File: src/stwm_pkg.sv
// Shared types and constants of the sorted two-way merge with color tags.
package stwm_pkg;

    // Width of the merged values; the low bits of each head are used.
    localparam int VALUE_WIDTH = 64;

    // Width of the head and emitted value fields on the channels.
    localparam int FIELD_WIDTH = 64;

    // Source color bits: bit 0 marks stream A, bit 1 marks stream B.
    localparam logic [1:0] COLOR_A = 2'b01;
    localparam logic [1:0] COLOR_B = 2'b10;

    // Stream popped by an item.
    typedef enum logic [1:0] {
        SIDE_NONE = 2'd0,
        SIDE_A    = 2'd1,
        SIDE_B    = 2'd2
    } t_side;

    typedef logic [VALUE_WIDTH-1:0] t_value;

endpackage

File: src/stwm_if.sv
// Valid/ready channel interfaces for the merge input heads and merge results.
interface stwm_in_if;
    logic                              valid;
    logic                              ready;
    logic [stwm_pkg::FIELD_WIDTH-1:0]  head_a;
    logic                              a_present;
    logic [stwm_pkg::FIELD_WIDTH-1:0]  head_b;
    logic                              b_present;

    modport source (output valid, head_a, a_present, head_b, b_present, input ready);
    modport sink   (input valid, head_a, a_present, head_b, b_present, output ready);
endinterface

interface stwm_out_if;
    logic                              valid;
    logic                              ready;
    stwm_pkg::t_side                   pop_side;
    logic                              emit_valid;
    logic [stwm_pkg::FIELD_WIDTH-1:0]  emit_value;
    logic [1:0]                        emit_color;
    logic                              emit_last;

    modport source (output valid, pop_side, emit_valid, emit_value, emit_color, emit_last,
                    input ready);
    modport sink   (input valid, pop_side, emit_valid, emit_value, emit_color, emit_last,
                    output ready);
endinterface

File: src/sorted_two_way_merge_color_tag_core.sv
// Sorted two-way merge with duplicate folding and source color tags.
//
// Usage: i_in carries one item per step: the current heads of the ascending
// streams A and B with their presence flags. The block takes the smaller
// present head (B on a tie) and reports the popped side in o_out.pop_side.
// Equal consecutive values fold into one pending pair whose color collects
// the sources (bit 0 for A, bit 1 for B). A new value emits the pending pair.
// An item with neither head present flushes the pending pair with emit_last.
// Every accepted item gives exactly one result item on o_out.
//
// The result of an accepted item is registered and shown on o_out from the
// next cycle. Throughput is one item per cycle while o_out takes each result,
// set by the single compare and pending-pair update between the pending
// register and the output register. i_in.ready is high whenever the output
// register is empty or is being taken in the same cycle, so a stalled
// receiver holds the result and stops intake after one item. Reset clears
// the pending pair and the output valid flag, so a fresh merge starts.
module sorted_two_way_merge_color_tag_core (
    input  logic              i_clk,
    input  logic              i_rst_n,
    stwm_in_if.sink           i_in,
    stwm_out_if.source        o_out
);

    // Pending pair.
    stwm_pkg::t_value  r_pend_value;
    logic [1:0]        r_pend_color;
    logic              r_pend_valid;

    // Output register.
    logic              r_out_valid;
    stwm_pkg::t_side   r_out_side;
    logic              r_out_emit;
    stwm_pkg::t_value  r_out_value;
    logic [1:0]        r_out_color;
    logic              r_out_last;

    // Next values.
    stwm_pkg::t_value  n_pend_value;
    logic [1:0]        n_pend_color;
    logic              n_pend_valid;
    stwm_pkg::t_side   n_out_side;
    logic              n_out_emit;
    stwm_pkg::t_value  n_out_value;
    logic [1:0]        n_out_color;
    logic              n_out_last;

    stwm_pkg::t_value  head_a;
    stwm_pkg::t_value  head_b;
    stwm_pkg::t_value  taken_value;
    logic [1:0]        taken_color;
    logic              take_a;
    logic              any_present;
    logic              fold;
    logic              in_accept;

    // Intake runs whenever the result slot is free or being emptied.
    assign i_in.ready = !r_out_valid || o_out.ready;
    assign in_accept  = i_in.valid && i_in.ready;

    assign head_a = i_in.head_a[stwm_pkg::VALUE_WIDTH-1:0];
    assign head_b = i_in.head_b[stwm_pkg::VALUE_WIDTH-1:0];

    // Pick the smaller present head, B on a tie.
    assign any_present = i_in.a_present || i_in.b_present;
    assign take_a      = i_in.a_present && (!i_in.b_present || (head_a < head_b));
    assign taken_value = take_a ? head_a : head_b;
    assign taken_color = take_a ? stwm_pkg::COLOR_A : stwm_pkg::COLOR_B;
    assign fold        = r_pend_valid && (taken_value == r_pend_value);

    // Merge decision for one item.
    always_comb begin
        n_pend_value = r_pend_value;
        n_pend_color = r_pend_color;
        n_pend_valid = r_pend_valid;
        n_out_side   = stwm_pkg::SIDE_NONE;
        n_out_emit   = 1'b0;
        n_out_value  = '0;
        n_out_color  = 2'b00;
        n_out_last   = 1'b0;
        if (!any_present) begin
            // Both streams ended: flush whatever is pending.
            if (r_pend_valid) begin
                n_out_emit   = 1'b1;
                n_out_value  = r_pend_value;
                n_out_color  = r_pend_color;
                n_out_last   = 1'b1;
                n_pend_valid = 1'b0;
            end
        end else begin
            n_out_side = take_a ? stwm_pkg::SIDE_A : stwm_pkg::SIDE_B;
            if (fold) begin
                n_pend_color = r_pend_color | taken_color;
            end else begin
                n_out_emit   = r_pend_valid;
                n_out_value  = r_pend_valid ? r_pend_value : '0;
                n_out_color  = r_pend_valid ? r_pend_color : 2'b00;
                n_pend_value = taken_value;
                n_pend_color = taken_color;
                n_pend_valid = 1'b1;
            end
        end
    end

    // Pending pair and its valid flag.
    always_ff @(posedge i_clk) begin
        if (!i_rst_n) begin
            r_pend_value <= '0;
            r_pend_color <= 2'b00;
            r_pend_valid <= 1'b0;
        end else if (in_accept) begin
            r_pend_value <= n_pend_value;
            r_pend_color <= n_pend_color;
            r_pend_valid <= n_pend_valid;
        end
    end

    // Output register valid flag.
    always_ff @(posedge i_clk) begin
        if (!i_rst_n) begin
            r_out_valid <= 1'b0;
        end else if (in_accept) begin
            r_out_valid <= 1'b1;
        end else if (o_out.ready) begin
            r_out_valid <= 1'b0;
        end
    end

    // Output register payload.
    always_ff @(posedge i_clk) begin
        if (in_accept) begin
            r_out_side  <= n_out_side;
            r_out_emit  <= n_out_emit;
            r_out_value <= n_out_value;
            r_out_color <= n_out_color;
            r_out_last  <= n_out_last;
        end
    end

    assign o_out.valid      = r_out_valid;
    assign o_out.pop_side   = r_out_side;
    assign o_out.emit_valid = r_out_emit;
    assign o_out.emit_value = stwm_pkg::FIELD_WIDTH'(r_out_value);
    assign o_out.emit_color = r_out_color;
    assign o_out.emit_last  = r_out_last;

    // A result without an emission carries zero fields.
    a_quiet_fields: assert property (@(posedge i_clk) disable iff (!i_rst_n)
        (r_out_valid && !r_out_emit) |->
            (r_out_value == '0 && r_out_color == 2'b00 && !r_out_last))
        else $error("result without emission has nonzero fields");

    // A final pair pops nothing and is always an emission with a color.
    a_last_flush: assert property (@(posedge i_clk) disable iff (!i_rst_n)
        (r_out_valid && r_out_last) |->
            (r_out_side == stwm_pkg::SIDE_NONE && r_out_emit && r_out_color != 2'b00))
        else $error("final pair malformed");

    // Taking a head always leaves a pair pending.
    a_take_pends: assert property (@(posedge i_clk) disable iff (!i_rst_n)
        (in_accept && any_present) |=> r_pend_valid)
        else $error("pending pair lost after taking a head");

    // A flush item empties the pending pair.
    a_flush_clears: assert property (@(posedge i_clk) disable iff (!i_rst_n)
        (in_accept && !any_present) |=> !r_pend_valid)
        else $error("pending pair survived a flush");

    // A pending pair always carries at least one source color.
    a_pend_color: assert property (@(posedge i_clk) disable iff (!i_rst_n)
        r_pend_valid |-> (r_pend_color != 2'b00))
        else $error("pending pair without color");

endmodule

File: src/flat_wrapper.sv
// flat-port wrapper written by rule: the top's interface ports become plain ports
module sorted_two_way_merge_color_tag_core_flat 
  (i_clk, i_rst_n, i_in_valid, i_in_head_a, i_in_a_present, i_in_head_b, i_in_b_present, i_in_ready, o_out_valid, o_out_pop_side, o_out_emit_valid, o_out_emit_value, o_out_emit_color, o_out_emit_last, o_out_ready);
  stwm_in_if i_in_i ();
  stwm_out_if o_out_i ();
  input  logic i_clk;
  input  logic i_rst_n;
  input wire logic [$bits(i_in_i.valid)-1:0] i_in_valid;
  input wire logic [$bits(i_in_i.head_a)-1:0] i_in_head_a;
  input wire logic [$bits(i_in_i.a_present)-1:0] i_in_a_present;
  input wire logic [$bits(i_in_i.head_b)-1:0] i_in_head_b;
  input wire logic [$bits(i_in_i.b_present)-1:0] i_in_b_present;
  output wire logic [$bits(i_in_i.ready)-1:0] i_in_ready;
  output wire logic [$bits(o_out_i.valid)-1:0] o_out_valid;
  output wire logic [$bits(o_out_i.pop_side)-1:0] o_out_pop_side;
  output wire logic [$bits(o_out_i.emit_valid)-1:0] o_out_emit_valid;
  output wire logic [$bits(o_out_i.emit_value)-1:0] o_out_emit_value;
  output wire logic [$bits(o_out_i.emit_color)-1:0] o_out_emit_color;
  output wire logic [$bits(o_out_i.emit_last)-1:0] o_out_emit_last;
  input wire logic [$bits(o_out_i.ready)-1:0] o_out_ready;
  assign i_in_i.valid = i_in_valid;
  assign i_in_i.head_a = i_in_head_a;
  assign i_in_i.a_present = i_in_a_present;
  assign i_in_i.head_b = i_in_head_b;
  assign i_in_i.b_present = i_in_b_present;
  assign i_in_ready = i_in_i.ready;
  assign o_out_valid = o_out_i.valid;
  assign o_out_pop_side = o_out_i.pop_side;
  assign o_out_emit_valid = o_out_i.emit_valid;
  assign o_out_emit_value = o_out_i.emit_value;
  assign o_out_emit_color = o_out_i.emit_color;
  assign o_out_emit_last = o_out_i.emit_last;
  assign o_out_i.ready = o_out_ready;
  sorted_two_way_merge_color_tag_core u_core (.i_clk(i_clk), .i_rst_n(i_rst_n), .i_in(i_in_i), .o_out(o_out_i));
endmodule
File: config.mk
export PLATFORM = sky130hd
export DESIGN_NAME = sorted_two_way_merge_color_tag_core_flat
export DESIGN_NICKNAME = d
export VERILOG_FILES = /design/src/stwm_pkg.sv /design/src/stwm_if.sv /design/src/sorted_two_way_merge_color_tag_core.sv /design/src/flat_wrapper.sv
export SDC_FILE = /design/constraint.sdc
export NUM_CORES = 1
export LEC_CHECK = 0
export BUFFER_PORTS_ARGS = -buffer_cell sky130_fd_sc_hd__buf_4
export CAP_MARGIN = 10
export CORE_ASPECT_RATIO = 1.4
export CORE_MARGIN = 2
export CORE_UTILIZATION = 45
export DETAILED_ROUTE_END_ITERATION = 8
export PLACE_DENSITY = 0.72
export SETUP_SLACK_MARGIN = 0.02
export SLEW_MARGIN = 30
export SYNTH_ARGS = -nofsm -noshare
export SYNTH_HDL_FRONTEND = slang
export SYNTH_SLANG_ARGS = --single-unit
File: constraint.sdc
create_clock -name i_clk -period 5.82 [get_ports i_clk]
set_input_delay 0.873 -clock i_clk [delete_from_list [all_inputs] [get_ports i_clk]]
set_output_delay 0.873 -clock i_clk [all_outputs]
set_load 0.01 [all_outputs]
==> Yosys cells after proc, flatten, opt, wreduce, memory -nomap -nowiden <==
Cells that the tools add are included.
{ "op_classes": {"eq_ne": 2, "n_reduce_logical": 12, "bitwise": 2, "muxes": 16, "order_cmp": 1} }
{ "op_table": {"columns": ["cell", "n"], "rows": [
  ["two-way mux 64 bit", 4],
  ["== test 64 bit", 1],
  ["< comparator 64 bit", 1],
  ["two-way mux 2 bit", 5],
  ["two-way mux 1 bit", 7],
  ["AND reduction 2 bit", 2],
  ["logical AND 1 bit", 3],
  ["logical OR 1 bit", 3],
  ["AND reduction 3 bit", 1],
  ["zero test 1 bit", 2],
  ["inequality test 2 bit (second input constant)", 1],
  ["OR 2 bit", 1],
  ["nonzero test 2 bit", 1],
  ["NOT 1 bit", 1]
]} }
{ "totals": {"out_inout_bits": 72, "reg_bits": 138} }

==> Depth between registers and ports, before layout <==
Gate-level depths: netlist of run 1.
{ "logic_depth": {"word_depth": 8, "ltp_mapped": 15} }

==> Worst setup path before layout of run 1 <==
No wires, ideal clock.
{ "synth_timing": {"path_type": "input port to flip-flop", "start": "input i_in_head_b[30]", "end": "register u_core.r_out_value[25], in the netlist u_core.o_out.emit_value[25], data pin", "n_path_buf": 2, "cell_stages": 13, "arrival_ns": 4.046, "setup_time_ns": 0.255, "slack_ns": 1.519, "path_cell_list": "inv_1 -> ha_1 -> nand4_1 -> nor4_1 -> nand3_1 -> a311oi_1 -> o41ai_4 -> or4_1 -> a22o_1 -> o41a_1 -> clkbuf_1 -> clkbuf_1 -> and2_1"} }
{ "synth_via": {"elab_chain_cells": 8} }
{ "synth_lines": {"columns": ["element", "line_no", "rtl"], "rows": [
  ["from (decl)", "flat_wrapper.sv:11", "input wire logic [$bits(i_in_i.head_b)-1:0] i_in_head_b;"],
  ["< comparator 64 bit", "sorted_two_way_merge_color_tag_core.sv:66", "assign take_a = i_in.a_present && (!i_in.b_present || (head_a < head_b));"],
  ["logical OR 1 bit", "sorted_two_way_merge_color_tag_core.sv:66", null],
  ["logical AND 1 bit", "sorted_two_way_merge_color_tag_core.sv:66", null],
  ["two-way mux 64 bit *", "sorted_two_way_merge_color_tag_core.sv:67", "assign taken_value = take_a ? head_a : head_b;"],
  ["== test 64 bit *", "sorted_two_way_merge_color_tag_core.sv:69", "assign fold = r_pend_valid && (taken_value == r_pend_value);"],
  ["logical AND 1 bit *", "sorted_two_way_merge_color_tag_core.sv:69", null],
  ["two-way mux 64 bit *", "sorted_two_way_merge_color_tag_core.sv:92", "if (fold) begin"],
  ["two-way mux 64 bit *", "sorted_two_way_merge_color_tag_core.sv:81", "if (!any_present) begin"],
  ["net u_core.n_out_value[25]", "sorted_two_way_merge_color_tag_core.sv:44", "stwm_pkg::t_value n_out_value;"],
  ["to (signal assigned)", "sorted_two_way_merge_color_tag_core.sv:134", "r_out_value <= n_out_value;"],
  ["to (decl)", "sorted_two_way_merge_color_tag_core.sv:34", "stwm_pkg::t_value r_out_value;"]
]} }
The timed path passes the listed nets; every way through them passes the cells marked *.
A chain may end at the register's enable or synchronous reset.

==> Worst setup path in the final report of run 1 <==
{ "layout_timing": {"start": "input i_in_head_b[30]", "end": "register u_core.r_pend_value[56]"} }
{ "layout_via": {"elab_chain_cells": 8} }
{ "layout_lines": {"columns": ["element", "line_no", "rtl"], "rows": [
  ["< comparator 64 bit", "sorted_two_way_merge_color_tag_core.sv:66", null],
  ["logical OR 1 bit", "sorted_two_way_merge_color_tag_core.sv:66", null],
  ["logical AND 1 bit", "sorted_two_way_merge_color_tag_core.sv:66", null],
  ["two-way mux 64 bit *", "sorted_two_way_merge_color_tag_core.sv:67", null],
  ["== test 64 bit", "sorted_two_way_merge_color_tag_core.sv:69", null],
  ["logical AND 1 bit", "sorted_two_way_merge_color_tag_core.sv:69", null],
  ["NOT 1 bit (no line)", null, null],
  ["AND reduction 3 bit (no line)", null, null],
  ["to (signal assigned)", "sorted_two_way_merge_color_tag_core.sv:112", "r_pend_value <= n_pend_value;"],
  ["to (decl)", "sorted_two_way_merge_color_tag_core.sv:26", "stwm_pkg::t_value r_pend_value;"]
]} }
Every way passes the cells marked *; elsewhere a longest branch is shown, timed or not.

==> results of run 1 <==
-- power by group --
part	leakage, uW	internal, uW	switching (uW)
combinational	0.00320	272	372
clock	0.000274	635	451
sequential	0.00127	1100	70.4
-- registers in the layout, indices dropped and copies added, names as in the netlist --
| name | cells |
|---|---|
| u_core.o_out.emit_value | 64 |
| u_core.o_out.pop_side | 2 |
| u_core.o_out.emit_valid | 1 |
| u_core.r_pend_valid | 1 |
| u_core.r_pend_color | 2 |
| u_core.o_out.valid | 1 |
| u_core.o_out.emit_color | 2 |
| u_core.r_pend_value | 64 |
| u_core.o_out.emit_last | 1 |
-- logic make-up after synthesis --
group,Yosys count,synth area share
XOR/XNOR,91,0.0917
flip-flops,138,0.399
multiplexers,2,0.00230
adder cells (fa/ha/maj),63,0.0907
AND/OR/NAND/NOR,244,0.146
buffers and inverters,142,0.0641
AO/OA/AOI/OAI,283,0.207
-- Yosys cell counts, types with 2 or more instances --
cell type and instances:
a221oi_1 10, nor2_1 63, ha_1 63, nand3_1 14, nor3_1 7, o21ai_0 23
o41a_1 2, a21boi_0 2, a211oi_1 54, clkbuf_1 33, edfxtp_1 70, nand2_1 37
xnor2_1 52, buf_2 13, nand4_1 23, xor2_1 39, a21oi_1 145, and2_1 69
nor4_1 18, dfxtp_1 68, or4_1 2, inv_1 94, nand2b_1 6, mux2i_1 2
a311oi_1 2, a222oi_1 2, a22o_1 5, a211oi_2 10, o22ai_1 17
-- stage by stage --
stage	setup WS [ps]	cell area, um^2
2_1_floorplan	1520	8690
3_3_place_gp	548	10500
3_5_place_dp	529	10500
4_1_cts	950	11000
5_1_grt	804	11000
6_report	897	11000
-- final cells by class --
cell class / instances / area [um^2]
Clock inverter: 13 / 145
Inverter: 94 / 353
Tap cell: 248 / 310
Clock buffer: 19 / 433
Timing Repair Buffer: 220 / 1650
Multi-Input combinational cell: 683 / 4690
Fill cell: 1732 / 8030
Sequential cell: 138 / 3460
-- path summary, 6_finish.rpt --
| kind | to | cells past startpoint | from |
|---|---|---|---|
| setup reg to reg | u_core.r_pend_value[56]$_SDFFE_PN0P_ | 10 | u_core.r_pend_value[14]$_SDFFE_PN0P_ |
| hold / removal | u_core.r_pend_color[1]$_SDFFE_PN0P_ | 2 | u_core.r_pend_color[1]$_SDFFE_PN0P_ |
| hold reg to reg | u_core.r_pend_color[1]$_SDFFE_PN0P_ | 2 | u_core.r_pend_color[1]$_SDFFE_PN0P_ |
| setup / recovery | u_core.r_pend_value[56]$_SDFFE_PN0P_ | 14 | i_in_head_b[30] |
-- critical path: cells and delay by family --
| family | cells | cell delay (ps) |
|---|---|---|
| buffers and inverters | 3 | 460 |
| and+or+nand+nor | 5 | 2210 |
| adders and majority gates | 1 | 340 |
| AOI/OAI and AO/OA | 5 | 1310 |
-- layer usage --
metal | GRT usage | wire length, um | up-vias
met4 | 0.162 | 1760 | 0
met1 | 0.357 | 11800 | 3779
met5 | 0 | 0 | -
met2 | 0.505 | 14900 | 358
li1 | - | - | 3844
met3 | 0.0556 | 1860 | 79
==> flow_metrics.env, run 1 <==
export IMPL_outcome="complete, no violations"
export IMPL_initial_core_util=0.456
export IMPL_max_slew_margin=0.386
export IMPL_ys_warn_count=0
export IMPL_synth_main_ff_cell="edfxtp_1"
export IMPL_syn_nets=1160
export IMPL_gp_congestion=0.985
export IMPL_finalPower_uw=2900
export IMPL_grt_pass1_vias=7951
export IMPL_io_buffers=205
export IMPL_fp_dieH_um=168
export IMPL_setup_worst_path_class="input pin to flip-flop"
export IMPL_cts_resized=0
export IMPL_syn_area_per_cell_um2=9.02
export IMPL_finalClockSkew_ps=9.63
export IMPL_path_clk_slew_ps=60
export IMPL_area_growth_pct=27.1
export IMPL_root_buffer="clkbuf_16"
export IMPL_final_common_cell="buf_4"
export IMPL_via_count=8060
export IMPL_core_area_mm2=0.0191
export IMPL_track_usage=0.299
export IMPL_clock_latency_ps=430
export IMPL_ant_nets=0
export IMPL_cts_num_sinks=138
export IMPL_arrival_ps=5190
export IMPL_period_minus_slack_ps=4920
export IMPL_synth_cell_type_count=47
export IMPL_antenna_found_initial=0
export IMPL_yosysSeqAreaShare=0.399
export IMPL_slowest_stage="nor4_1"
export IMPL_final_cell_mix="buf_4, a21oi_1, inv_1"
export IMPL_hold_violations=0
export IMPL_wl_um=30300
export IMPL_final_cell_count_no_fill=1415
export IMPL_first_pass_iters=5
export IMPL_hold_buffers=0
export IMPL_cellPowerDensity_mw_per_mm2=262
export IMPL_tns_ps=0
export IMPL_num_nets_final=1351
export IMPL_max_cap_viol_count=0
export IMPL_drtIter0Drc=665
export IMPL_path_cells="buf_4, inv_1, ha_1, nand4_1, nor4_1, nand3_1, a311oi_1, o41ai_4, or4_1, a22o_1, or4b_2, buf_4, a21oi_1, a211oi_1"
export IMPL_htreeDepth=4
export IMPL_rsz0062_at_grt="no"
export IMPL_ir_drop_mv=0.188
export IMPL_rows=60
export IMPL_vias_per_cell=5.70
export IMPL_dp_cells=1383
export IMPL_cts_tree="yes"
export IMPL_grt_max_degree=73
export IMPL_worst_pin_slew_ps=921
export IMPL_netlist_instances=963
export IMPL_grt_pass1_wl_um=45600
export IMPL_setup_viol=0
export IMPL_fin_crit_sh=0.846
export IMPL_yosys_area_top_type="edfxtp_1"
export IMPL_diodes=0
export IMPL_numCtsBuffers=17
export IMPL_die_x_um=121
export IMPL_cp_required_ps=6090
export IMPL_postLayoutCoreUtil=0.579
export IMPL_startpoint_type="input pin"
export IMPL_clk_path_buf_depth=2
export IMPL_crit_fanout=33
export IMPL_die_area_mm2=0.0205
export IMPL_synth_area_leaders="edfxtp_1, dfxtp_1, ha_1"
export IMPL_ff2ff_setup_slack_ps=2260
export IMPL_postCtsSetupRepairBufs=0
export IMPL_synth_edf_count=70
export IMPL_grt_ovfl_total=0
export IMPL_end_kind="flip-flop"
export IMPL_cp_slowest_stage_delay_ps=650
export IMPL_slew_viol_final=0
export IMPL_min_path_type="flip-flop to flip-flop"
export IMPL_drc=0
export IMPL_drive_gt1_frac=0.228
export IMPL_async_flop_share=0
export IMPL_hpwlAfterDp_um=23100
export IMPL_path_common_cell="buf_4"
export IMPL_total_leakage_power_uw=0.00474
export IMPL_synth_top_area_share=0.242
export IMPL_clock_fmax_mhz=203
export IMPL_io_pins=206
export IMPL_syn_cell_area_mm2=0.00869
export IMPL_synth_seq_cells=138
export IMPL_avgRoutedWirePerCell_um=21.4
export IMPL_holdWs_ps=488
Note: power is estimated with default switching activity, not from simulation.
==> run 2: changes to the inputs <==
- clock period: 5.82 -> 5 ns (I/O delays scaled with it)
==> run 2 against run 1 <==
Effect of this change: core utilization up 1.1 points; sequential power up 16%; non-clock buffer count up 14; die area unchanged.
==> flow_metrics.env, run 2 (synthesis gave the netlist of run 1 again) <==
export IMPL_outcome="complete, no violations"
export IMPL_cp_required_ps=5290
export IMPL_cts_tree="yes"
export IMPL_wl_met3_um=2080
export IMPL_ant_nets=0
export IMPL_crit_fanout=19
export IMPL_endpoint="u_core.r_pend_value[50]$_SDFFE_PN0P_"
export IMPL_cts_resized=0
export IMPL_final_cell_mix="buf_4, a21oi_1, inv_1"
export IMPL_slowest_stage="or4b_2"
export IMPL_path_cells="buf_4, inv_1, ha_1, nand4_1, nor4_1, nand3_1, a311oi_1, buf_4, o41ai_4, or4_1, a22o_1, or4b_2, buf_4, a21oi_1, a211oi_2"
export IMPL_hold_buffers=0
export IMPL_antenna_found_initial=0
export IMPL_tns_ps=0
export IMPL_final_common_cell="buf_4"
export IMPL_r2r_cells=10
export IMPL_setup_viol=0
export IMPL_hold_violations=0
export IMPL_cp_slowest_stage_delay_ps=670
export IMPL_rows=60
export IMPL_max_cap_viol_count=0
export IMPL_regToRegEndpoint="u_core.r_pend_value[50]$_SDFFE_PN0P_"
export IMPL_first_pass_iters=6
export IMPL_track_usage=0.303
export IMPL_grt_max_degree=47
export IMPL_postCtsSetupRepairBufs=0
export IMPL_drtIter0Drc=840
export IMPL_grt_pass1_wl_um=46100
export IMPL_gp_congestion=0.974
export IMPL_cellPowerDensity_mw_per_mm2=313
export IMPL_clk_path_buf_depth=2
export IMPL_postPlaceCellArea_mm2=0.0106
export IMPL_via_count=8196
export IMPL_ff2ff_setup_slack_ps=1480
export IMPL_clock_fmax_mhz=212
export IMPL_avgRoutedWirePerCell_um=21.7
export IMPL_die_x_um=121
export IMPL_worstReg2RegStart="u_core.r_pend_value[14]$_SDFFE_PN0P_"
export IMPL_max_slew_margin=0.417
export IMPL_total_leakage_power_uw=0.00486
export IMPL_htreeDepth=4
export IMPL_top_layer="met4"
export IMPL_grt_pass1_vias=7869
export IMPL_worst_pin_slew_ps=872
export IMPL_design_area_mm2=0.0113
export IMPL_end_kind="flip-flop"
export IMPL_area_growth_pct=29.5
export IMPL_slew_viol_final=0
export IMPL_drc=0
export IMPL_cp_startpoint="i_in_head_b[30]"
export IMPL_path_common_cell="buf_4"
export IMPL_fin_crit_sh=0.942
export IMPL_num_nets_final=1365
export IMPL_arrival_ps=5000
export IMPL_period_minus_slack_ps=4710
export IMPL_numCtsBuffers=17
export IMPL_root_buffer="clkbuf_16"
export IMPL_cts_num_sinks=138
export IMPL_die_area_mm2=0.0205
export IMPL_path_clk_slew_ps=70
export IMPL_wl_met2_um=15400
export IMPL_clock_latency_ps=430
export IMPL_rsz0062_at_grt="no"
export IMPL_core_area_mm2=0.0191
export IMPL_min_path_type="flip-flop to flip-flop"
export IMPL_diodes=0
export IMPL_drive_gt1_frac=0.235
export IMPL_vias_per_cell=5.74
export IMPL_startpoint_type="input pin"
export IMPL_grt_ovfl_total=0
export IMPL_postLayoutCoreUtil=0.590
export IMPL_finalPower_uw=3520
export IMPL_initial_core_util=0.456
export IMPL_hpwlAfterDp_um=24100
export IMPL_ir_drop_mv=0.188
export IMPL_io_buffers=205
export IMPL_io_pins=206
export IMPL_wl_um=31000
export IMPL_met1_length_um=12100
export IMPL_fp_dieH_um=168
export IMPL_finalClockSkew_ps=11.3
export IMPL_setup_worst_path_class="input pin to flip-flop"
## run 2: cell type report
| class | count | area [um^2] |
|---|---|---|
| Timing Repair Buffer | 234 | 1810 |
| Sequential cell | 138 | 3460 |
| Inverter | 94 | 353 |
| Tap cell | 248 | 310 |
| Multi-Input combinational cell | 683 | 4690 |
| Clock buffer | 20 | 437 |
| Fill cell | 1762 | 7810 |
| Clock inverter | 12 | 200 |
## run 2: through the flow
| step | instances | hold slack, ps | setup WS [ps] |
|---|---|---|---|
| after global placement | 1397 | 443 | -132 |
| after detailed placement | 1397 | 465 | -111 |
| final | 1429 | 467 | 289 |
| after CTS | 1429 | 473 | 308 |
| after floorplan | 963 | 431 | 822 |
| after global routing | 1429 | 522 | 110 |
## run 2: worst min path at each step
stage / from / endpoint / slack, ps / depth (start not counted)
global placement: u_core.r_pend_color[1]$_SDFFE_PN0P_ / u_core.r_pend_color[1]$_SDFFE_PN0P_ / 440 / 2
global route: u_core.r_pend_color[1]$_SDFFE_PN0P_ / u_core.r_pend_color[1]$_SDFFE_PN0P_ / 520 / 2
finish: u_core.r_pend_color[1]$_SDFFE_PN0P_ / u_core.r_pend_color[1]$_SDFFE_PN0P_ / 470 / 2
CTS: u_core.r_pend_color[1]$_SDFFE_PN0P_ / u_core.r_pend_color[1]$_SDFFE_PN0P_ / 470 / 2
detailed placement: u_core.r_pend_color[1]$_SDFFE_PN0P_ / u_core.r_pend_color[1]$_SDFFE_PN0P_ / 470 / 2
floorplan: u_core.r_pend_color[1]$_SDFFE_PN0P_ / u_core.r_pend_color[1]$_SDFFE_PN0P_ / 430 / 2
## run 2: worst max-delay path: cells and delay by family
| kind | cells | cell delay [ps] |
|---|---|---|
| buffers and inverters | 4 | 630 |
| AOI/OAI and AO/OA | 5 | 1040 |
| and+or+nand+nor | 5 | 2210 |
| adders and majority gates | 1 | 340 |
## run 2: power breakdown
| group | total, uW | internal, uW | switching [uW] |
|---|---|---|---|
| logic | 767 | 329 | 438 |
| clock network | 1400 | 885 | 512 |
| registers | 1360 | 1270 | 81.3 |
## run 2: layer usage
metal,global-route usage,vias to the layer above
met5,0,-
met2,0.523,377
li1,-,3867
met1,0.364,3881
met4,0.136,0
met3,0.0559,71
